## src/hw/rtl/dcpid_pkg.sv

```systemverilog
`default_nettype none

package dcpid_pkg;

    // gain register defaults, gain times 1000
    localparam logic [15:0] KP_NORMAL_RST = 16'd1100;
    localparam logic [15:0] KI_NORMAL_RST = 16'd17;
    localparam logic [15:0] KD_NORMAL_RST = 16'd28;
    localparam logic [15:0] KP_SENSOR_RST = 16'd15000;
    localparam logic [15:0] KI_SENSOR_RST = 16'd160;
    localparam logic [15:0] KD_SENSOR_RST = 16'd80;

    // configuration register map
    localparam int CFG_INDEX_W = 3;
    localparam int CFG_DATA_W  = 16;

    typedef enum logic [CFG_INDEX_W-1:0] {
        REG_KP_NORMAL = 3'd0,
        REG_KI_NORMAL = 3'd1,
        REG_KD_NORMAL = 3'd2,
        REG_KP_SENSOR = 3'd3,
        REG_KI_SENSOR = 3'd4,
        REG_KD_SENSOR = 3'd5
    } cfg_reg_t;

    // one gain set
    typedef struct packed {
        logic [15:0] kp;
        logic [15:0] ki;
        logic [15:0] kd;
    } gains_t;

    // divide by 1000 is a shift by 3 followed by a divide by 125
    localparam logic [6:0]  DIV_CHUNK = 7'd125;
    // floor(2^19 / 125) and floor(2^26 / 125)
    localparam logic [12:0] RECIP_HI  = 13'd4194;
    localparam logic [19:0] RECIP_LO  = 20'd536870;

    // |sum| at or above 2^31 * 1000 always saturates the drive value
    localparam logic [63:0] SAT_LIMIT = 64'd2147483648000;

    localparam logic [31:0] DRIVE_MAX = 32'h7fff_ffff;
    localparam logic [31:0] DRIVE_MIN = 32'h8000_0000;

endpackage

`default_nettype wire

```

## src/hw/rtl/dcpid_gain_regs.sv

```systemverilog
`default_nettype none

module dcpid_gain_regs
    import dcpid_pkg::*;
(
    input  wire logic                   clk,
    input  wire logic                   rst_n,
    input  wire logic                   cfg_we,
    input  wire logic [CFG_INDEX_W-1:0] cfg_index,
    input  wire logic [CFG_DATA_W-1:0]  cfg_data,
    output gains_t                      gains_normal,
    output gains_t                      gains_sensor
);

    gains_t normal_reg;
    gains_t sensor_reg;

    // register writes, unknown index ignored
    always_ff @(posedge clk or negedge rst_n)
    begin
        if (!rst_n)
        begin
            normal_reg.kp <= KP_NORMAL_RST;
            normal_reg.ki <= KI_NORMAL_RST;
            normal_reg.kd <= KD_NORMAL_RST;
            sensor_reg.kp <= KP_SENSOR_RST;
            sensor_reg.ki <= KI_SENSOR_RST;
            sensor_reg.kd <= KD_SENSOR_RST;
        end
        else if (cfg_we)
        begin
            case (cfg_index)
                REG_KP_NORMAL: normal_reg.kp <= cfg_data;
                REG_KI_NORMAL: normal_reg.ki <= cfg_data;
                REG_KD_NORMAL: normal_reg.kd <= cfg_data;
                REG_KP_SENSOR: sensor_reg.kp <= cfg_data;
                REG_KI_SENSOR: sensor_reg.ki <= cfg_data;
                REG_KD_SENSOR: sensor_reg.kd <= cfg_data;
                default: ;
            endcase
        end
    end

    assign gains_normal = normal_reg;
    assign gains_sensor = sensor_reg;

endmodule

`default_nettype wire

```

## config.mk

```make
export PLATFORM = sky130hd
export DESIGN_NAME = dcpid_gain_regs
export DESIGN_NICKNAME = d
export VERILOG_FILES = /design/src/hw/rtl/dcpid_pkg.sv /design/src/hw/rtl/dcpid_gain_regs.sv
export SDC_FILE = /design/constraint.sdc
export NUM_CORES = 1
export LEC_CHECK = 0
export ABC_AREA = 1
export ABC_CLOCK_PERIOD_IN_PS = 1700
export BUFFER_PORTS_ARGS = -buffer_cell sky130_fd_sc_hd__buf_2
export CAP_MARGIN = 20
export CELL_PAD_IN_SITES_DETAIL_PLACEMENT = 1
export CELL_PAD_IN_SITES_GLOBAL_PLACEMENT = 2
export CORE_MARGIN = 2
export CORE_UTILIZATION = 32
export CTS_CLUSTER_DIAMETER = 40
export DETAILED_ROUTE_END_ITERATION = 8
export GPL_ROUTABILITY_DRIVEN = 1
export GPL_TIMING_DRIVEN = 1
export PLACE_DENSITY_LB_ADDON = 0.1
export SLEW_MARGIN = 20
export SYNTH_ARGS = -nofsm -noshare
export SYNTH_HDL_FRONTEND = slang
export SYNTH_SLANG_ARGS = --single-unit
```

## constraint.sdc

```tcl
create_clock -name clk -period 1.7 [get_ports clk]
set_input_delay 0.34 -clock clk [delete_from_list [all_inputs] [get_ports clk]]
set_output_delay 0.34 -clock clk [all_outputs]
set_load 0.05 [all_outputs]
```

==> key figures <==
Outcome
  • Status: finished, violations left
  • Violated checks: DRC

GRT
  • Number of global-route vias before repair: roughly 3.4k
  • Total track usage: 19.9%
  • First-pass GRT wire length: 19.5 mm
  • Grt met3 use: under 10%
  • M1 GR Usage: 27.8%
  • Met2 GRT Util: 32.1%
  • Initial antenna violation count: 0
  • GRT busiest layer: met2
  • Largest net degree at the start of global routing: 28
  • GRT overflow: 0

Power
  • Static leakage: roughly 0.0028 µW
  • Final Power: 7820 µW
  • Maximum vdd drop: 0.604 mV
  • PD cells: roughly 1600 mW/mm²

Layout
  • Most common library cell in the layout ignoring fill and taps: nand2_1
  • Area growth syn-to-layout: 30.8%
  • Layout cell share with drive strength beyond 1: 32.7%
  • Finished Layout Cells: 702
  • Commonest cells after routing, fill and taps aside: nand2_1, buf_2, dfrtp_1
  • Diode count: 0
  • Layout Nets: 576

Clock tree
  • Worst-skew pair later-pin latency: about 340 ps
  • H-tree depth: 3
  • CTS Buffer Depth: 2
  • Postcts setup bufs: 0
  • Total CTS buffers: 9
  • Clk sinks: 96
  • CTS tree: done
  • Root Buffer: clkbuf_16
  • Clock transition at path regs: roughly 60 ps
  • Resize count post-CTS: 0

Timing
  • Setup total negative slack: 0 ps
  • Final hold violations: 0
  • Final setup fails: 0
  • Max_slew headroom: 63.5%
  • Worst slew pin tran: 547 ps
  • Slew Viols, Final: 0
  • Fmax: 666 MHz
  • Crit share post-route: 88.3%
  • Worst setup margin: ~200 ps
  • Min cycle time layout: ~1500 ps
  • RSZ-0062 raised after global routing: no
  • Hold slack final: 286 ps
  • Worst clock skew: 0 ps

Floorplan
  • Total I/O pin count: 118
  • Die span in y: ~110 µm
  • FP Rows: 39
  • Core area: ~0.012 mm²
  • Die Wd: 113 µm
  • Initial core utilization: 33.0%
  • Die area: 0.0128 mm²

Placement
  • Number of port buffers: 117
  • Place WS: 213 ps
  • Placed cells: 685
  • Dpl hpwl: approximately 8.6 mm
  • Placer Congestion: 0.739

Setup path
  • Worst path max stage delay: around 560 ps
  • Worst-path cell chain: buf_2
  • Crit Path Class: reg2out
  • R2R Path End: gains_normal[42]$_DFFE_PN1P_
  • Worst setup SP type: flip-flop
  • Crit path required time: about 1400 ps
  • Worst R2R Start: gains_normal[42]$_DFFE_PN1P_
  • R2r worst-path depth: 2
  • Delay-heaviest family, CP: flip-flops
  • Crit path capture type: output port
  • Reg2Reg Setup Slack: 940 ps
  • Worst path slowest cell: dfstp_2
  • Critical path data arrival time: 1160 ps
  • Critical path buffer and inverter count: 1
  • Max FO, Critical Path: 2

Logic synthesis
  • Syn nets: about 450
  • Synthesized area: 0.00380 mm²
  • Post-synthesis register bit count: 96
  • Yosys cell types: 13
  • Syn. warnings: 0
  • Syn Inst Count: 425
  • Syn avg cell area: 8.94 µm²
  • Share of the yosys chip area belonging to registers: a little under two thirds

Worst hold path
  • Hold endpoint: gains_sensor[39]$_DFFE_PN1P_
  • Hold path start: cfg_data[7]
  • Hold WC Path Type: in2reg
  • Hold depth: 3

Routing
  • Vias/cell: ~4.7
  • Final WL: around 12 mm
  • Routed wire per std cell: around 17 µm
  • Drt drc: 9
  • Initial DRC count: about 120
  • Detail Route Antenna Nets: 0
  • DRT Pass-1 Iters: 6
  • DR vias: 3286

Run
  • Max cap viols: 0
==> timing repair <==
item	CTS	global route
setup endpoints to repair	0	0
hold endpoints to repair	9	0
hold buffers	1	0
==> flip-flops by register name (all words and copies together) (netlist names) <==
| register | cells |
|---|---|
| gains_normal | 48 |
| gains_sensor | 48 |
==> worst register-to-register path: cells and delay by family, from the launching register on <==
family        cells  cell delay [ps]
flops             1              560
simple gates      2              150
==> logic make-up (layout without fill, tap and decap cells) <==
family,Yosys count,after routing,synth area share (%)
buffers and inverters,25,159,3.03
DFF,96,96,63.9
and+or+nand+nor,304,304,33.1
==> where the power goes <==
group,internal [µW],switching [µW]
Clock,1300,830
Sequential,2780,252
Combinational,525,2140
Total,4600,3220
==> worst max-delay path by stage <==
stage          cells past startpoint  slack [ps]                      endpoint                          from
6_report                           1         200              gains_normal[42]  gains_normal[42]$_DFFE_PN1P_
5_1_grt                            1         170              gains_sensor[39]  gains_sensor[39]$_DFFE_PN1P_
4_1_cts                            1         180              gains_normal[42]  gains_normal[42]$_DFFE_PN1P_
3_5_place_dp                       7         210   gains_normal[7]$_DFFE_PN0P_                        cfg_we
3_3_place_gp                       7         230   gains_normal[5]$_DFFE_PN0P_                        cfg_we
2_1_floorplan                      6         590  gains_normal[17]$_DFFE_PN0P_                        cfg_we
==> final cells by class <==
type,count,area (µm²)
multi-input cells,304,1260
well taps,143,179
fillers,1391,6540
clock buffers,14,284
inverters,6,22.5
flip-flops and latches,96,2430
clock inverters,2,35.0
repair buffers,137,766
==> metal layers <==
metal / wire length (µm) / part of all wire (%)
met5: 0 / 0
met4: 147 / 1.2
met3: 513 / 4.2
met2: 5790 / 48
met1: 5660 / 47
==> synthesized netlist by cell type (all sizes together) <==
cell type | instances | area [µm²]
buf | 16 | 81.3
nand2 | 234 | 886
dfrtp | 76 | 1900
nor2 | 6 | 52.6
nand3 | 64 | 320
dfstp | 20 | 526
inv | 6 | 22.5
clkbuf | 3 | 11.3
==> metrics by stage <==
step	utilization, %	cell area [µm²]
floorplan	-	3800
global placement	40.3	4640
detailed placement	40.3	4640
CTS	43.2	4970
global route	43.2	4970
finish	43.2	4970
(Power assumes the default switching activity.)
