`config.mk`:
```
export PLATFORM = sky130hd
export DESIGN_NAME = dcpid_div
export DESIGN_NICKNAME = d
export VERILOG_FILES = /design/src/hw/rtl/dcpid_pkg.sv /design/src/hw/rtl/dcpid_div.sv
export SDC_FILE = /design/constraint.sdc
export NUM_CORES = 1
export LEC_CHECK = 0
export ABC_AREA = 1
export BUFFER_PORTS_ARGS = -buffer_cell sky130_fd_sc_hd__buf_4
export CORE_UTILIZATION = 55
export DETAILED_ROUTE_END_ITERATION = 8
export PLACE_DENSITY = 0.72
export SLEW_MARGIN = 20
export SYNTH_ARGS = -nofsm -noshare
export SYNTH_HDL_FRONTEND = slang
export SYNTH_SLANG_ARGS = --single-unit
```
`constraint.sdc`:
```
create_clock -name clk -period 6.8 [get_ports clk]
set_input_delay 1.02 -clock clk [delete_from_list [all_inputs] [get_ports clk]]
set_output_delay 1.02 -clock clk [all_outputs]
set_load 0.03 [all_outputs]
```
`src/hw/rtl/dcpid_pkg.sv`:
```
`default_nettype none

package dcpid_pkg;

    // gain register defaults, gain times 1000
    localparam logic [15:0] KP_NORMAL_RST = 16'd1100;
    localparam logic [15:0] KI_NORMAL_RST = 16'd17;
    localparam logic [15:0] KD_NORMAL_RST = 16'd28;
    localparam logic [15:0] KP_SENSOR_RST = 16'd15000;
    localparam logic [15:0] KI_SENSOR_RST = 16'd160;
    localparam logic [15:0] KD_SENSOR_RST = 16'd80;

    // configuration register map
    localparam int CFG_INDEX_W = 3;
    localparam int CFG_DATA_W  = 16;

    typedef enum logic [CFG_INDEX_W-1:0] {
        REG_KP_NORMAL = 3'd0,
        REG_KI_NORMAL = 3'd1,
        REG_KD_NORMAL = 3'd2,
        REG_KP_SENSOR = 3'd3,
        REG_KI_SENSOR = 3'd4,
        REG_KD_SENSOR = 3'd5
    } cfg_reg_t;

    // one gain set
    typedef struct packed {
        logic [15:0] kp;
        logic [15:0] ki;
        logic [15:0] kd;
    } gains_t;

    // divide by 1000 is a shift by 3 followed by a divide by 125
    localparam logic [6:0]  DIV_CHUNK = 7'd125;
    // floor(2^19 / 125) and floor(2^26 / 125)
    localparam logic [12:0] RECIP_HI  = 13'd4194;
    localparam logic [19:0] RECIP_LO  = 20'd536870;

    // |sum| at or above 2^31 * 1000 always saturates the drive value
    localparam logic [63:0] SAT_LIMIT = 64'd2147483648000;

    localparam logic [31:0] DRIVE_MAX = 32'h7fff_ffff;
    localparam logic [31:0] DRIVE_MIN = 32'h8000_0000;

endpackage

`default_nettype wire

```
`src/hw/rtl/dcpid_div.sv`:
```
`default_nettype none

module dcpid_div
    import dcpid_pkg::*;
#(
    parameter int SUM_W = 50
)
(
    input  wire logic                   clk,
    input  wire logic                   rst_n,
    input  wire logic                   in_valid,
    output logic                        in_ready,
    input  wire logic signed [SUM_W-1:0] sum_in,
    output logic                        out_valid,
    input  wire logic                   out_ready,
    output logic [31:0]                 drive
);

    // stage valids: magnitude, high estimate, high digit, low estimate, result
    logic [4:0]  valid_reg;
    logic [4:0]  ready;

    // magnitude stage
    logic             neg_a_reg;
    logic             big_a_reg;
    logic [37:0]      y_reg;
    logic [SUM_W-1:0] mag;

    // high quotient estimate stage
    logic        neg_b_reg;
    logic        big_b_reg;
    logic [12:0] q1e_reg;
    logic [18:0] h_reg;
    logic [18:0] l_b_reg;
    logic [31:0] hi_prod;

    // high quotient digit stage
    logic        neg_c_reg;
    logic        big_c_reg;
    logic [12:0] q1_reg;
    logic [6:0]  r1_reg;
    logic [18:0] l_c_reg;
    logic [19:0] hi_back;
    logic [7:0]  hi_rem;
    logic [12:0] q1_next;
    logic [6:0]  r1_next;

    // low quotient estimate stage
    logic        neg_d_reg;
    logic        big_d_reg;
    logic [12:0] q1_d_reg;
    logic [19:0] q2e_reg;
    logic [25:0] v_reg;
    logic [25:0] v_next;
    logic [45:0] lo_prod;

    // result stage
    logic [31:0] drive_reg;
    logic [26:0] lo_back;
    logic [7:0]  lo_rem;
    logic [19:0] q2;
    logic [31:0] q_mag;
    logic [31:0] drive_next;

    // stall chain from the result register backward
    assign ready[4] = !valid_reg[4] || out_ready;
    assign ready[3] = !valid_reg[3] || ready[4];
    assign ready[2] = !valid_reg[2] || ready[3];
    assign ready[1] = !valid_reg[1] || ready[2];
    assign ready[0] = !valid_reg[0] || ready[1];
    assign in_ready = ready[0];

    // magnitude, sign and early saturation test
    assign mag = sum_in[SUM_W-1] ? SUM_W'(-sum_in) : sum_in;

    // high part estimate: h * floor(2^19 / 125) >> 19
    assign hi_prod = 32'(y_reg[37:19]) * 32'(RECIP_HI);

    // high part correction, estimate is low by at most one
    always_comb
    begin
        hi_back = 20'(q1e_reg) * 20'(DIV_CHUNK);
        hi_rem  = 8'(20'(h_reg) - hi_back);
        if (hi_rem >= 8'(DIV_CHUNK))
        begin
            q1_next = q1e_reg + 13'd1;
            r1_next = 7'(hi_rem - 8'(DIV_CHUNK));
        end
        else
        begin
            q1_next = q1e_reg;
            r1_next = hi_rem[6:0];
        end
    end

    // low part estimate on remainder and low bits
    assign v_next  = {r1_reg, l_c_reg};
    assign lo_prod = 46'(v_next) * 46'(RECIP_LO);

    // low part correction, merge, saturate and apply the sign
    always_comb
    begin
        lo_back = 27'(q2e_reg) * 27'(DIV_CHUNK);
        lo_rem  = 8'(27'(v_reg) - lo_back);
        q2      = (lo_rem >= 8'(DIV_CHUNK)) ? q2e_reg + 20'd1 : q2e_reg;
        q_mag   = {q1_d_reg, 19'd0} + 32'(q2);
        if (big_d_reg)
        begin
            drive_next = neg_d_reg ? DRIVE_MIN : DRIVE_MAX;
        end
        else
        begin
            drive_next = neg_d_reg ? -q_mag : q_mag;
        end
    end

    always_ff @(posedge clk or negedge rst_n)
    begin
        if (!rst_n)
        begin
            valid_reg <= '0;
        end
        else
        begin
            if (ready[0]) valid_reg[0] <= in_valid;
            if (ready[1]) valid_reg[1] <= valid_reg[0];
            if (ready[2]) valid_reg[2] <= valid_reg[1];
            if (ready[3]) valid_reg[3] <= valid_reg[2];
            if (ready[4]) valid_reg[4] <= valid_reg[3];
        end
    end

    always_ff @(posedge clk)
    begin
        if (ready[0] && in_valid)
        begin
            neg_a_reg <= sum_in[SUM_W-1];
            big_a_reg <= mag >= SUM_W'(SAT_LIMIT);
            y_reg     <= mag[40:3];
        end
        if (ready[1] && valid_reg[0])
        begin
            neg_b_reg <= neg_a_reg;
            big_b_reg <= big_a_reg;
            q1e_reg   <= hi_prod[31:19];
            h_reg     <= y_reg[37:19];
            l_b_reg   <= y_reg[18:0];
        end
        if (ready[2] && valid_reg[1])
        begin
            neg_c_reg <= neg_b_reg;
            big_c_reg <= big_b_reg;
            q1_reg    <= q1_next;
            r1_reg    <= r1_next;
            l_c_reg   <= l_b_reg;
        end
        if (ready[3] && valid_reg[2])
        begin
            neg_d_reg <= neg_c_reg;
            big_d_reg <= big_c_reg;
            q1_d_reg  <= q1_reg;
            q2e_reg   <= lo_prod[45:26];
            v_reg     <= v_next;
        end
        if (ready[4] && valid_reg[3])
        begin
            drive_reg <= drive_next;
        end
    end

    assign out_valid = valid_reg[4];
    assign drive     = drive_reg;

endmodule

`default_nettype wire

```
==> impl_metrics.json <==
{
  "status": "completed",
  "synth-edff-count": 198,
  "io-pin-count": 88,
  "largest_register_ffs": 38,
  "max_slew_margin_pct": 58.72,
  "wl_per_cell_um": 14.68,
  "final_antenna_net_count": 0,
  "synth-main-ff-cell": "edfxtp_1",
  "crit_family": "adder cells",
  "drive_gt1_share_pct": 9.139,
  "nets": 2948,
  "cts_max_level": 1,
  "required_ns": 7.05,
  "final_common_cell": "inv_1",
  "cts_tree": "built",
  "cp-start-kind": "register",
  "syn2layout_area_growth_pct": 10.30,
  "tightest_slew_ns": 0.6154,
  "finalSetupViolCount": 0,
  "fp-row-count": 71,
  "critPathSlowestCell": "fa_1",
  "drtPass1Iterations": 5,
  "tns_ns": 0,
  "dieArea_um2": 38850,
  "clock_latency_ns": 0.52,
  "final_cells": 2951,
  "cap_violations": 0,
  "worstHoldPathType": "in2async",
  "synth.avg_cell_area_um2": 9.033,
  "r2r_slack_ns": 0.54,
  "use_met2_pct": 40.79,
  "seq_area_frac_synth_pct": 28.99,
  "core_um2": 37580,
  "crit_arrival_ns": 6.52,
  "use_met1_pct": 30.81,
  "grt_usage_pct": 23.35,
  "finalCritPeriodShare_pct": 92.11,
  "slew_violations": 0,
  "yosys_register_bits": 203,
  "grt_remaining_overflow": 0,
  "cp_slowest_stage_delay_ns": 0.54,
  "antenna_found_initial": 0,
  "end_kind": "register",
  "layout_min_cycle_time_ns": 6.263,
  "diodes": 0,
  "fmax_mhz": 159.7,
  "grt.busiest_layer": "met2",
  "worst_path_most_repeated_cell": "nand2_1",
  "synth.area.top_cells": "edfxtp_1, ha_1, fa_1",
  "hold_viol": 0,
  "io_buffers": 87,
  "wirelength_mm": 43.32,
  "cts_hold_buf": 0,
  "crit_buf_inv": 6,
  "die_h_um": 197.1,
  "dr_total_vias": 15050,
  "layout_common_cells": "inv_1, nand2_1, ha_1, edfxtp_1, fa_1",
  "syn_nets": 2842,
  "synth_top_cell_area_share_pct": 28.40,
  "root_buffer": "clkbuf_16",
  "place_congestion": 0.9639,
  "cts_buffers": 23,
  "floorplan.initialDensity_pct": 55.72,
  "crit_type": "reg2reg",
  "cts_sinks": 203,
  "yosysWarnings": 0,
  "grt_pass1_wl_mm": 72.96,
  "clk_path_buf_depth": 3,
  "die_w_um": 197.1,
  "clkTransAtPathRegs_ns": 0.06,
  "dp_hpwl_mm": 36.37,
  "synth-async-reset-ratio_pct": 2.463,
  "drc": 0,
  "grt_max_degree": 44,
  "numPlacedInstances": 2904,
  "syn_inst": 2318,
  "ys_types": 50,
  "drtIter0Drc": 718,
  "critPathMaxFanout": 5,
  "via_per_inst": 5.100,
  "clock_skew_ns": 0.01525,
  "met3_usage_pct": 2.800,
  "first_global_vias": 15470,
  "synth_top_cell_by_area": "edfxtp_1",
  "syn_area_um2": 20940
}
==> cell families (layout without fill, tap and decap cells) <==
| group | count (synthesis) | in the layout | synth area share (%) |
|---|---|---|---|
| adders and majority gates | 470 | 470 | 33.53 |
| xor gates and xnor gates | 146 | 146 | 6.107 |
| and+or+nand+nor | 729 | 729 | 15.69 |
| DFF | 203 | 203 | 28.99 |
| buffers and inverters | 578 | 700 | 10.54 |
| AOI/OAI and AO/OA | 192 | 192 | 5.139 |
==> Yosys cell counts (8+ instances only) <==
master    instances
a21oi_1          80
a31oi_1          15
buf_2             8
clkbuf_1          8
edfxtp_1        198
fa_1            152
ha_1            318
inv_1           552
nand2_1         362
nand2_2          23
nand3_1          71
nand3_2          12
nand4_1          24
nor2_1          146
nor2_2           17
nor3_1           29
nor4_1           14
o21ai_0          57
xnor2_1          43
xor2_1          103
==> worst reg2reg max path, delay by kind of cell, from the launching register on <==
kind / cells / cell delay (ns)
and+or+nand+nor: 22 / 1.98
adders and majority gates: 7 / 2.79
DFF: 1 / 0.42
buffers and inverters: 6 / 0.46
xor gates and xnor gates: 2 / 0.33
==> layout make-up <==
| type | count | area, um2 |
|---|---|---|
| clock buffers | 26 | 596.8 |
| clock inverters | 15 | 188.9 |
| fillers | 3218 | 14480 |
| inverters | 557 | 2091 |
| multi-input cells | 1537 | 12720 |
| flip-flops and latches | 203 | 6071 |
| well taps | 511 | 639.4 |
| repair buffers | 102 | 790.8 |
==> repair_timing <==
item,4_1_cts,5_1_grt
endpoints found under the setup margin,0,6
resized for setup,0,7
buffers inserted,0,4
==> worst paths after layout <==
path / from / endpoint / depth (start not counted)
max: q2e_reg[1] / drive[30] / 37
min: rst_n / valid_reg[3] / 1
max reg2reg: q2e_reg[1] / drive[30] / 37
min reg2reg: l_b_reg[17] / l_c_reg[17] / 0
max in group asynchronous: rst_n / valid_reg[1] / 1
min in group clk: l_b_reg[17] / l_c_reg[17] / 0
==> metrics by stage <==
step | setup slack (ns) | hold slack [ns] | utilization (%) | area, um2
floorplan | 0.6110 | 0.4003 | - | 20940
global placement | 0.4182 | 0.4007 | 59.08 | 22200
detailed placement | 0.2889 | 0.4045 | 59.08 | 22200
CTS | 0.2608 | 0.2720 | 61.17 | 22990
global route | -0.01194 | 0.2754 | 61.46 | 23100
finish | 0.5367 | 0.2912 | 61.46 | 23100
==> routing by layer <==
layer	wire (um)	part of all wire [%]
met1	19610	45
met2	20640	48
met3	1996	4.6
met4	1080	2.5
met5	0	0
Power is not shown: default switching activity piles up to over one toggle a cycle in this logic, so the estimate is an artifact.
