==> src/hw/rtl/dcpid_pkg.sv <==
`default_nettype none

package dcpid_pkg;

    // gain register defaults, gain times 1000
    localparam logic [15:0] KP_NORMAL_RST = 16'd1100;
    localparam logic [15:0] KI_NORMAL_RST = 16'd17;
    localparam logic [15:0] KD_NORMAL_RST = 16'd28;
    localparam logic [15:0] KP_SENSOR_RST = 16'd15000;
    localparam logic [15:0] KI_SENSOR_RST = 16'd160;
    localparam logic [15:0] KD_SENSOR_RST = 16'd80;

    // configuration register map
    localparam int CFG_INDEX_W = 3;
    localparam int CFG_DATA_W  = 16;

    typedef enum logic [CFG_INDEX_W-1:0] {
        REG_KP_NORMAL = 3'd0,
        REG_KI_NORMAL = 3'd1,
        REG_KD_NORMAL = 3'd2,
        REG_KP_SENSOR = 3'd3,
        REG_KI_SENSOR = 3'd4,
        REG_KD_SENSOR = 3'd5
    } cfg_reg_t;

    // one gain set
    typedef struct packed {
        logic [15:0] kp;
        logic [15:0] ki;
        logic [15:0] kd;
    } gains_t;

    // divide by 1000 is a shift by 3 followed by a divide by 125
    localparam logic [6:0]  DIV_CHUNK = 7'd125;
    // floor(2^19 / 125) and floor(2^26 / 125)
    localparam logic [12:0] RECIP_HI  = 13'd4194;
    localparam logic [19:0] RECIP_LO  = 20'd536870;

    // |sum| at or above 2^31 * 1000 always saturates the drive value
    localparam logic [63:0] SAT_LIMIT = 64'd2147483648000;

    localparam logic [31:0] DRIVE_MAX = 32'h7fff_ffff;
    localparam logic [31:0] DRIVE_MIN = 32'h8000_0000;

endpackage

`default_nettype wire

==> src/hw/rtl/dcpid_state.sv <==
`default_nettype none

module dcpid_state
    import dcpid_pkg::*;
#(
    parameter int ERROR_BITS = 16
)
(
    input  wire logic                         clk,
    input  wire logic                         rst_n,
    input  wire logic                         in_valid,
    output logic                              in_ready,
    input  wire logic                         clear,
    input  wire logic                         side,
    input  wire logic                         gain_set,
    input  wire logic signed [ERROR_BITS-1:0] error_sample,
    input  wire gains_t                       gains_normal,
    input  wire gains_t                       gains_sensor,
    output logic                              out_valid,
    input  wire logic                         out_ready,
    output logic signed [ERROR_BITS-1:0]      err_out,
    output logic signed [31:0]                integ_out,
    output logic signed [ERROR_BITS:0]        deriv_out,
    output gains_t                            gains_out
);

    logic signed [ERROR_BITS-1:0] prev_err_reg [2];
    logic signed [31:0]           integ_reg [2];
    logic                         valid_reg;

    logic signed [ERROR_BITS-1:0] err_reg;
    logic signed [31:0]           integ_out_reg;
    logic signed [ERROR_BITS:0]   deriv_reg;
    gains_t                       gains_reg;

    logic                         accept;
    logic signed [ERROR_BITS-1:0] prev_sel;
    logic signed [31:0]           integ_sel;
    logic signed [32:0]           integ_wide;
    logic signed [31:0]           integ_next;
    logic signed [ERROR_BITS:0]   deriv_next;

    assign in_ready = !valid_reg || out_ready;
    assign accept   = in_valid && in_ready;

    // saturating integral and derivative for the selected side
    always_comb
    begin
        prev_sel   = prev_err_reg[side];
        integ_sel  = integ_reg[side];
        integ_wide = 33'(integ_sel) + 33'(error_sample);
        if (integ_wide[32] != integ_wide[31])
        begin
            integ_next = integ_wide[32] ? $signed(DRIVE_MIN) : $signed(DRIVE_MAX);
        end
        else
        begin
            integ_next = integ_wide[31:0];
        end
        deriv_next = (ERROR_BITS + 1)'(error_sample) - (ERROR_BITS + 1)'(prev_sel);
    end

    // per-side controller state
    always_ff @(posedge clk or negedge rst_n)
    begin
        if (!rst_n)
        begin
            prev_err_reg[0] <= '0;
            prev_err_reg[1] <= '0;
            integ_reg[0]    <= '0;
            integ_reg[1]    <= '0;
            valid_reg       <= 1'b0;
        end
        else
        begin
            if (in_ready)
            begin
                valid_reg <= in_valid;
            end
            if (accept)
            begin
                if (clear)
                begin
                    prev_err_reg[0] <= '0;
                    prev_err_reg[1] <= '0;
                    integ_reg[0]    <= '0;
                    integ_reg[1]    <= '0;
                end
                else
                begin
                    prev_err_reg[side] <= error_sample;
                    integ_reg[side]    <= integ_next;
                end
            end
        end
    end

    // stage payload, all zero for a clear so the result is zero
    always_ff @(posedge clk)
    begin
        if (accept)
        begin
            if (clear)
            begin
                err_reg       <= '0;
                integ_out_reg <= '0;
                deriv_reg     <= '0;
            end
            else
            begin
                err_reg       <= error_sample;
                integ_out_reg <= integ_next;
                deriv_reg     <= deriv_next;
            end
            gains_reg <= gain_set ? gains_sensor : gains_normal;
        end
    end

    assign out_valid = valid_reg;
    assign err_out   = err_reg;
    assign integ_out = integ_out_reg;
    assign deriv_out = deriv_reg;
    assign gains_out = gains_reg;

endmodule

`default_nettype wire

==> config.mk <==
export PLATFORM = sky130hd
export DESIGN_NAME = dcpid_state
export DESIGN_NICKNAME = d
export VERILOG_FILES = /design/src/hw/rtl/dcpid_pkg.sv /design/src/hw/rtl/dcpid_state.sv
export SDC_FILE = /design/constraint.sdc
export NUM_CORES = 1
export LEC_CHECK = 0
export BUFFER_PORTS_ARGS = -buffer_cell sky130_fd_sc_hd__buf_2
export CAP_MARGIN = 20
export CORE_MARGIN = 8
export CORE_UTILIZATION = 50
export CTS_CLUSTER_DIAMETER = 40
export DETAILED_ROUTE_END_ITERATION = 10
export PLACE_DENSITY = 0.87
export REMOVE_ABC_BUFFERS = 1
export SYNTH_ARGS = -nofsm -noshare
export SYNTH_HDL_FRONTEND = slang
export SYNTH_SLANG_ARGS = --single-unit
==> constraint.sdc <==
create_clock -name clk -period 3.78 [get_ports clk]
set_input_delay 0.756 -clock clk [delete_from_list [all_inputs] [get_ports clk]]
set_output_delay 0.756 -clock clk [all_outputs]
set_load 0.1 [all_outputs]
==> impl_metrics.env, run 1 <==
export IMPL_drt_met1_wl_mm=12.78
export IMPL_drive_gt1_frac=0.3980
export IMPL_grtUsageTotal=0.2362
export IMPL_worstMarginPinSlew_ps=1059
export IMPL_switching_share=0.3911
export IMPL_rsz0062_at_grt="false"
export IMPL_ys_ff_latch=210
export IMPL_grt_pass1_wl_mm=50.69
export IMPL_hpwl_mm=24.31
export IMPL_gp_congestion=0.9159
export IMPL_highest_layer="met4"
export IMPL_antenna_found_initial=3
export IMPL_clk_pin_slew_ps=70
export IMPL_seq_power_share=0.308
export IMPL_avgSynthCellArea_um2=11.86
export IMPL_min_delay_path_class="in -> async"
export IMPL_reg2reg_from="integ_reg[0]"
export IMPL_first_global_vias=9557
export IMPL_timing_reg2reg_setup_slack_ps=380
export IMPL_syn_to_final_growth_pct=30.33
export IMPL_nets=1451
export IMPL_syn_area_um2=11050
export IMPL_power_switching_mw=3.837
export IMPL_via_per_inst=5.704
export IMPL_synth_cells=932
export IMPL_ys_types=60
export IMPL_largest_register_ffs=64
export IMPL_ctsResizeCount=0
export IMPL_cts_setup_buffers=0
export IMPL_crit_arrival_ps=4020
export IMPL_ir_worst_vdd_v=0.0005060
export IMPL_dr_wl_met2_mm=16.45
export IMPL_cts_root_buf="clkbuf_16"
export IMPL_post_route_util=0.6622
export IMPL_finalHoldViolations=0
export IMPL_cts_path_max_buffers=3
export IMPL_wl_met3_mm=2.641
export IMPL_end_kind="register"
export IMPL_power_density_nw_per_um2=680.9
export IMPL_die_h_um=164.7
export IMPL_slew_viol_final=0
export IMPL_start_util=0.5081
export IMPL_fillers=1617
export IMPL_dp_slack_ps=-412.4
export IMPL_ant_nets=0
export IMPL_clock_sinks=210
export IMPL_grt_ovfl_total=0
export IMPL_synth_warnings=0
export IMPL_core_um2=21760
export IMPL_vias=9046
export IMPL_ios=234
export IMPL_synth_edff_count=113
export IMPL_drtIter0Drc=708
export IMPL_setup_tns_ps=0
export IMPL_drt_pass1_iterations=5
export IMPL_die_x_um=164.7
export IMPL_max_freq_ghz=0.2786
export IMPL_skew_ps=9.779
export IMPL_r2r_end="integ_reg[44]"
export IMPL_portBuffers=233
export IMPL_cts_buffers=28
export IMPL_fp_dieArea_um2=27120
export IMPL_worstSetupPathType="in -> reg"
export IMPL_cap_violations=0
export IMPL_drc=0
export IMPL_grt_max_degree=86
export IMPL_p_int_mw=5.973
export IMPL_worstPathRequired_ps=4210
export IMPL_p_comb_frac=0.418
export IMPL_rr_worst_depth=14
export IMPL_clock_power_share=0.273
export IMPL_clk_latency_ps=550
export IMPL_fin_ws_ps=190.1
export IMPL_cts_tree="built"
export IMPL_synthArstFlopShare=0.4619
export IMPL_start_kind="input port"
export IMPL_p_total_mw=9.810
export IMPL_rows=54
export IMPL_status="finished, final reports clean"
export IMPL_fin_crit_ps=3590
export IMPL_htreeDepth=1
export IMPL_wl_mm=32.74
export IMPL_hold_buffers=0
export IMPL_setup_viol=0
export IMPL_p_leak_nw=6.690
export IMPL_wire_per_inst_um=20.64
export IMPL_ys_seq_area_frac=0.5265
export IMPL_hold_slack_ps=39.83
export IMPL_finalCritPeriodShare=0.9497
export IMPL_crit_fanout=13
export IMPL_synth_ff_type="edfxtp_1"
export IMPL_slew_headroom=0.2943
## power groups by stage
stage / Sequential (mW) / Combinational [mW] / Clock, mW
final: 3.02 / 4.11 / 2.68
after global routing: 3.06 / 4.41 / 2.82
after CTS: 3.02 / 4.09 / 2.73
after detailed placement: 3.05 / 4.06 / 0
after global placement: 3.04 / 3.99 / 0
after floorplan: 3.94 / 1.84 / 0
## placed cells by master, fill, tap and decap left out, drive strengths merged, types with 24 or more instances in the layout
| master | count |
|---|---|
| nor2 | 58 |
| ha | 48 |
| nand2 | 53 |
| inv | 25 |
| buf | 372 |
| mux2 | 83 |
| clkbuf | 29 |
| dfrtp | 97 |
| a22o | 84 |
| edfxtp | 113 |
| o21ai | 45 |
| a21oi | 61 |
| nor2b | 32 |
| xnor2 | 24 |
## cell families after synthesis
logic type,after synthesis,share of synthesized area
compound gates,254,0.1626
simple gates,216,0.09496
flops,210,0.5265
mux,99,0.1005
buf+inv,66,0.02807
fa+ha+maj,50,0.05795
xor+xnor,37,0.02932
## through the flow
stage               instance area, um^2  instances
finish                            14410       1586
global route                      14410       1586
CTS                               14370       1583
detailed placement                13400       1531
global placement                  13400       1531
floorplan                         10800        880
## critical path: stages
cell and delay (ps):
buf_2 120, buf_12 160, mux2_2 350, ha_1 220, fa_1 410, a211oi_1 230
o21ai_1 120, o21ai_1 190, a21oi_1 90, nor3_1 230, nor2b_1 100, buf_4 150
mux2i_4 250, o21ai_0 260, buf_4 200, a22o_1 180
## worst max-delay path by stage
stage / start / endpoint / slack (ps) / depth (start not counted)
floorplan: out_valid / integ_reg[10] / -3870 / 5
global placement: side / integ_out[28] / -330 / 14
detailed placement: side / integ_out[29] / -410 / 13
CTS: side / integ_reg[45] / 170 / 13
global route: side / integ_out[21] / 40 / 16
finish: side / integ_reg[44] / 190 / 16
## area by class of cell
class	count	area, um^2	share of cell area
antenna	2	5.005	0.0003474
tap	280	350.3	0.02432
multi-input combinational	656	4936	0.3426
sequential	210	5821	0.4040
clock buffer	29	714.4	0.04959
timing repair buffer	372	2270	0.1575
clock inverter	23	256.5	0.01780
inverter	14	55.05	0.003821
## Yosys cell counts (all sizes together), types with 2 or more instances
master	number	area, um^2
fa	2	40.04
a21boi	3	22.52
xnor2	24	210.2
inv	14	52.55
nor2b	32	200.2
or4	2	15.01
mux2	83	938.4
o2111ai	2	23.77
edfxtp	113	3393
ha	48	600.6
a211o	3	26.28
mux2i	16	172.7
o21a	6	52.55
nand2	53	198.9
or2	3	18.77
nand4	10	62.56
a22o	84	735.7
nand3	11	55.05
o211ai	5	37.54
nand2b	21	131.4
o21ai	45	232.7
a21o	16	120.1
and3	2	12.51
a31o	2	17.52
nor3	14	70.07
a31oi	2	12.51
a21oi	61	305.3
o21bai	5	37.54
dfrtp	97	2427
nor2	58	217.7
o31ai	2	15.01
clkbuf	30	112.6
xor2	13	113.9
buf	22	145.1
and2	7	43.79
a211oi	8	65.06
## per-layer routing
layer  vias up  GRT usage
met5         -          0
met4         0    0.07617
met3        58    0.04711
met2       355     0.4266
met1      4426     0.2763
li1       4207          -
Note: power is estimated with default switching activity, not from simulation.
==> inputs of run 2 (changes only) <==
CORE_UTILIZATION = 45   (was 50)
PLACE_DENSITY = 0.8   (was 0.87)
RECOVER_POWER = 100   (was default)
==> run 2 against run 1 <==
Against the previous run: the flow now finishes with violations (capacitance limit, slew limit); maximum frequency shrank 0.73%; utilization shrank 7.1 points; design area shrank 0.56%; power is essentially flat; die area grew 10%; critical endpoint is now integ_reg[57]; largest cell class unchanged; largest power group unchanged.
==> impl_metrics.env, run 2 (synthesized netlist as in run 1, its figures left out) <==
export IMPL_grtUsageTotal=0.2146
export IMPL_post_route_util=0.5908
export IMPL_met3_usage=0.05206
export IMPL_largest_register_ffs=64
export IMPL_gp_congestion=0.9217
export IMPL_ant_nets=0
export IMPL_cap_violations=5
export IMPL_start_util=0.4559
export IMPL_clock_sinks=210
export IMPL_die_x_um=172.7
export IMPL_first_global_vias=9341
export IMPL_power_switching_mw=3.806
export IMPL_drtIter0Drc=621
export IMPL_hpwl_mm=24.45
export IMPL_slew_headroom=-0.6877
export IMPL_p_total_mw=9.801
export IMPL_rsz0062_at_grt="false"
export IMPL_cts_path_max_buffers=3
export IMPL_switching_share=0.3883
export IMPL_layout_common_cells="buf_4 (134), clkbuf_1 (124), buf_2 (116)"
export IMPL_cts_tree="built"
export IMPL_drc=0
export IMPL_skew_ps=16.63
export IMPL_use_met1=0.2577
export IMPL_setup_worst_path_start="side"
export IMPL_reg2reg_from="integ_reg[0]"
export IMPL_cts_buffers=28
export IMPL_crit_arrival_ps=4040
export IMPL_min_delay_path_class="in -> async"
export IMPL_drt_pass1_iterations=5
export IMPL_worstSetupPathType="in -> reg"
export IMPL_grt_use_met2=0.3743
export IMPL_start_kind="input port"
export IMPL_fin_crit_ps=3616
export IMPL_grt_pass1_wl_mm=51.92
export IMPL_finalHoldViolations=0
export IMPL_htreeDepth=1
export IMPL_setup_viol=0
export IMPL_nets=1459
export IMPL_ios=234
export IMPL_end_kind="register"
export IMPL_clk_pin_slew_ps=60
export IMPL_final_cell_area_um2=14330
export IMPL_vias=8979
export IMPL_fillers=2066
export IMPL_max_freq_ghz=0.2765
export IMPL_wire_per_inst_um=20.32
export IMPL_grt_max_degree=90
export IMPL_clock_power_share=0.269
export IMPL_via_per_inst=5.478
export IMPL_antenna_found_initial=4
export IMPL_power_density_nw_per_um2=684.2
export IMPL_p_leak_nw=6.356
export IMPL_fin_ws_ps=163.6
export IMPL_clk_latency_ps=540
export IMPL_syn_to_final_growth_pct=29.60
export IMPL_p_comb_frac=0.422
export IMPL_cts_root_buf="clkbuf_16"
export IMPL_p_int_mw=5.995
export IMPL_worstPathRequired_ps=4200
export IMPL_worstMarginPinSlew_ps=2532
export IMPL_layout_commonest_cell="buf_4"
export IMPL_ir_worst_vdd_v=0.0005200
export IMPL_core_um2=24250
export IMPL_busiest_layer="met2"
export IMPL_status="finished, violations left"
export IMPL_portBuffers=233
export IMPL_rows=57
export IMPL_drive_gt1_frac=0.3018
export IMPL_slew_viol_final=291
export IMPL_place_area_um2=13570
export IMPL_seq_power_share=0.309
export IMPL_crit_fanout=26
export IMPL_die_h_um=172.7
export IMPL_fp_dieArea_um2=29840
export IMPL_wl_mm=33.31
export IMPL_finalCritPeriodShare=0.9567
export IMPL_grt_ovfl_total=0
export IMPL_hold_buffers=0
export IMPL_violations="capacitance limit, slew limit"
export IMPL_dp_slack_ps=-471.9
[run 2: cell types whose count changed in the layout (fill, tap and decap cells not counted), sizes merged]
cell / before / now
diode: 2 / 3
clkinv: 8 / 10
buf: 372 / 254
inv: 25 / 17
clkinvlp: 2 / 4
clkbuf: 29 / 159
[run 2: cell type report]
cell class                 instances  area [um^2]  share of cell area
timing repair buffer             380         2136              0.1491
clock inverter                    19        212.7             0.01485
antenna                            3        7.507           0.0005240
sequential                       210         5821              0.4063
tap                              324        405.4             0.02830
inverter                          14        55.05            0.003843
clock buffer                      33        750.7             0.05240
multi-input combinational        656         4938              0.3447
[run 2: through the flow]
| stage | TNS (ps) | hold slack [ps] | instances |
|---|---|---|---|
| final | 0 | 160.5 | 1639 |
| after global routing | 0 | 173.8 | 1639 |
| after CTS | 0 | 20.60 | 1636 |
| after detailed placement | -32570 | 470.9 | 1584 |
| after global placement | -23770 | 458.6 | 1584 |
| after floorplan | -404820 | 442.9 | 880 |
[run 2: routing by layer]
metal	part of all wire	wire length (um)	up-vias
met1	0.41	13780	4366
met3	0.069	2301	45
li1	-	-	4213
met4	0.021	694	0
met5	0	0	-
met2	0.50	16530	355
[run 2: worst paths after layout]
path,cells after the start,to,slack (ps)
setup / recovery,15,integ_reg[57],160
hold reg to reg,2,prev_err_reg[17],480
min in group clk,2,out_valid,420
max in group asynchronous,2,integ_reg[58],1000
setup reg to reg,13,integ_reg[57],380
hold / removal,1,integ_reg[56],160
[run 2: worst max-delay path, stage by stage]
cell and delay [ps]:
buf_2 100, buf_12 170, mux2_2 350, ha_1 220, fa_1 400, a211oi_1 230
o21ai_1 140, o21ai_1 220, a21oi_1 100, nor3_1 250, nand2_1 110, mux2_4 360
and2_0 190, buf_6 200, a22o_1 220
[run 2: power groups by stage]
| stage | registers, mW | clock network (mW) | logic (mW) |
|---|---|---|---|
| floorplan | 3.94 | 0 | 1.84 |
| global placement | 3.05 | 0 | 4.10 |
| detailed placement | 3.05 | 0 | 4.16 |
| CTS | 3.02 | 2.69 | 4.18 |
| global route | 3.07 | 2.79 | 4.45 |
| finish | 3.03 | 2.64 | 4.13 |
[run 2: what timing repair did]
action                     in CTS  in global routing
setup endpoints to repair       0                 12
resized for setup               0                  2
setup buffers                   0                  0
==> inputs of run 3 (changes only) <==
clock period = 3.3 ns   (was 3.78 ns; I/O delays follow)
==> run 3 against run 2 <==
Against the previous run: the run ends with setup timing left; combinational power is 43% higher; clock power is 14% higher; via count is 7.7% higher; die area stayed put; critical endpoint is now integ_reg[42]; largest power group unchanged; highest routed layer is now met5.
==> impl_metrics.env, run 3 (synthesized netlist as in run 1, its figures left out) <==
export IMPL_status="finished, violations left"
export IMPL_violations="setup timing"
export IMPL_grt_use_met2=0.3990
export IMPL_reg2reg_from="integ_reg[32]"
export IMPL_slew_headroom=0.08498
export IMPL_wl_mm=37.45
export IMPL_portBuffers=233
export IMPL_r2r_end="integ_reg[42]"
export IMPL_finalCritPeriodShare=1.037
export IMPL_ios=234
export IMPL_cts_root_buf="clkbuf_16"
export IMPL_power_switching_mw=4.893
export IMPL_grt_pass1_wl_mm=55.63
export IMPL_cts_tree="built"
export IMPL_cts_buffers=28
export IMPL_drc=0
export IMPL_max_freq_ghz=0.2921
export IMPL_p_comb_frac=0.477
export IMPL_cp_cell_sequence="buf_12, buf_12, buf_12, buf_4, mux2_2, ha_1, a21o_1, a211oi_2, nor3_2, nor3_2, nor2b_2, buf_4, mux2i_4, buf_12, buf_12, buf_16, nand2b_4, a22o_1"
export IMPL_start_kind="input port"
export IMPL_grtUsageTotal=0.2302
export IMPL_ir_worst_vdd_v=0.0005329
export IMPL_fin_cells=1703
export IMPL_hpwl_mm=25.41
export IMPL_cap_violations=0
export IMPL_use_met1=0.2848
export IMPL_largest_register_ffs=64
export IMPL_setup_worst_path_start="side"
export IMPL_p_leak_nw=7.245
export IMPL_die_h_um=172.7
export IMPL_timing_reg2reg_setup_slack_ps=-80
export IMPL_rsz0062_at_grt="true"
export IMPL_layout_commonest_cell="buf_2"
export IMPL_seq_power_share=0.280
export IMPL_drt_pass1_iterations=6
export IMPL_clk_latency_ps=540
export IMPL_gp_congestion=0.9045
export IMPL_syn_to_final_growth_pct=44.54
export IMPL_clock_sinks=210
export IMPL_min_delay_path_depth=2
export IMPL_post_route_util=0.6589
export IMPL_via_per_inst=5.676
export IMPL_vias=9667
export IMPL_p_int_mw=7.526
export IMPL_crit_family="buffers and inverters"
export IMPL_antenna_found_initial=3
export IMPL_drtIter0Drc=663
export IMPL_clk_pin_slew_ps=60
export IMPL_cts_path_max_buffers=3
export IMPL_worstSetupPathType="in -> reg"
export IMPL_multiInputGateArea_um2=5705
export IMPL_switching_share=0.3940
export IMPL_power_density_nw_per_um2=777.3
export IMPL_critPathMostFrequentCell="buf_12"
export IMPL_fin_crit_ps=3424
export IMPL_first_global_vias=9973
export IMPL_hold_start="in_valid"
export IMPL_whs_endpoint="out_valid"
export IMPL_p_total_mw=12.42
export IMPL_crit_arrival_ps=3830
export IMPL_crit_fanout=7
export IMPL_dp_slack_ps=-827.4
export IMPL_fin_ws_ps=-123.7
export IMPL_clock_power_share=0.243
export IMPL_nets=1524
export IMPL_seqCellArea_um2=5821
export IMPL_htreeDepth=1
export IMPL_grt_ovfl_total=0
export IMPL_slowest_delay_ps=340
export IMPL_crit_buf_inv=8
export IMPL_setup_viol=74
export IMPL_end_kind="register"
export IMPL_cp_slowest_cell="mux2_2"
export IMPL_rr_worst_depth=16
export IMPL_fillers=1749
export IMPL_ant_nets=0
export IMPL_worstMarginPinSlew_ps=1373
export IMPL_drive_gt1_frac=0.5047
export IMPL_grt_max_degree=60
export IMPL_die_x_um=172.7
export IMPL_skew_ps=26.24
export IMPL_met3_usage=0.05228
export IMPL_layout_common_cells="buf_2 (231), buf_4 (177), edfxtp_1 (113)"
export IMPL_fp_dieArea_um2=29840
export IMPL_min_delay_path_class="in -> reg"
export IMPL_busiest_layer="met2"
export IMPL_slew_viol_final=0
export IMPL_core_um2=24250
export IMPL_finalHoldViolations=0
export IMPL_worstPathRequired_ps=3710
export IMPL_rows=57
export IMPL_wire_per_inst_um=21.99
export IMPL_start_util=0.4559
export IMPL_dpl_cell_count=1624
[run 3: cell count changes in the layout (fill, tap and decap cells not counted), moves of 13 or more]
cell	change
buf_12	+13
a21oi_1	-28
clkbuf_1	-124
buf_2	+115
buf_4	+43
a21oi_2	+22
ha_1	-21
ha_4	+20
[run 3: worst reg2reg max path, stage by stage, from the launching register on]
cell and delay, ps:
dfrtp_1 380, mux2_4 280, ha_4 170, fa_2 380, a211oi_2 300, o21ai_2 110
o21ai_2 200, a21oi_2 90, nor3_2 260, nor2b_2 90, buf_4 150, mux2i_4 190
buf_12 150, buf_12 110, buf_16 130, nand2b_4 60, a22o_1 200
[run 3: how the worst max path moves through the flow]
stage,end,slack (ps),cells past startpoint
finish,integ_reg[42],-120,18
global route,integ_reg[42],-180,18
CTS,integ_reg[45],0.7,15
detailed placement,integ_reg[44],-830,16
global placement,integ_out[8],-710,15
floorplan,integ_reg[10],-4350,5
[run 3: repair_timing]
action                     in CTS  in global routing
pin swaps                      28                 35
buffers inserted               16                  4
cloned                          5                  3
setup endpoints to repair      95                 96
gates resized for setup        89                 80
hold buffers                    0                  0
[run 3: power groups by stage]
stage / clock network [mW] / registers, mW / logic, mW
5_1_grt: 3.17 / 3.52 / 6.26
4_1_cts: 3.06 / 3.46 / 5.34
3_3_place_gp: 0 / 3.50 / 4.82
3_5_place_dp: 0 / 3.50 / 4.88
2_1_floorplan: 0 / 4.51 / 2.11
6_report: 3.02 / 3.48 / 5.92
[run 3: area by class of cell]
| type | instances | share of cell area |
|---|---|---|
| clock inverter | 19 | 0.01135 |
| timing repair buffer | 440 | 0.1890 |
| antenna | 2 | 0.0003132 |
| inverter | 14 | 0.003446 |
| sequential | 210 | 0.3643 |
| clock buffer | 33 | 0.04918 |
| multi-input combinational | 661 | 0.3571 |
| tap | 324 | 0.02537 |
[run 3: per-stage QoR]
| step | TNS (ps) | hold slack (ps) | cell area (um^2) |
|---|---|---|---|
| 3_3_place_gp | -57820 | 460.4 | 13930 |
| 4_1_cts | 0 | 178.3 | 15590 |
| 5_1_grt | -9913 | 343.9 | 15980 |
| 6_report | -3612 | 323.0 | 15980 |
| 2_1_floorplan | -510150 | 364.4 | 10800 |
| 3_5_place_dp | -70440 | 472.3 | 13930 |
[run 3: per-layer routing]
metal | wire, um | vias up
met5 | 13 | -
met4 | 1464 | 2
met3 | 3082 | 96
met2 | 18280 | 513
met1 | 14610 | 4699
li1 | - | 4357
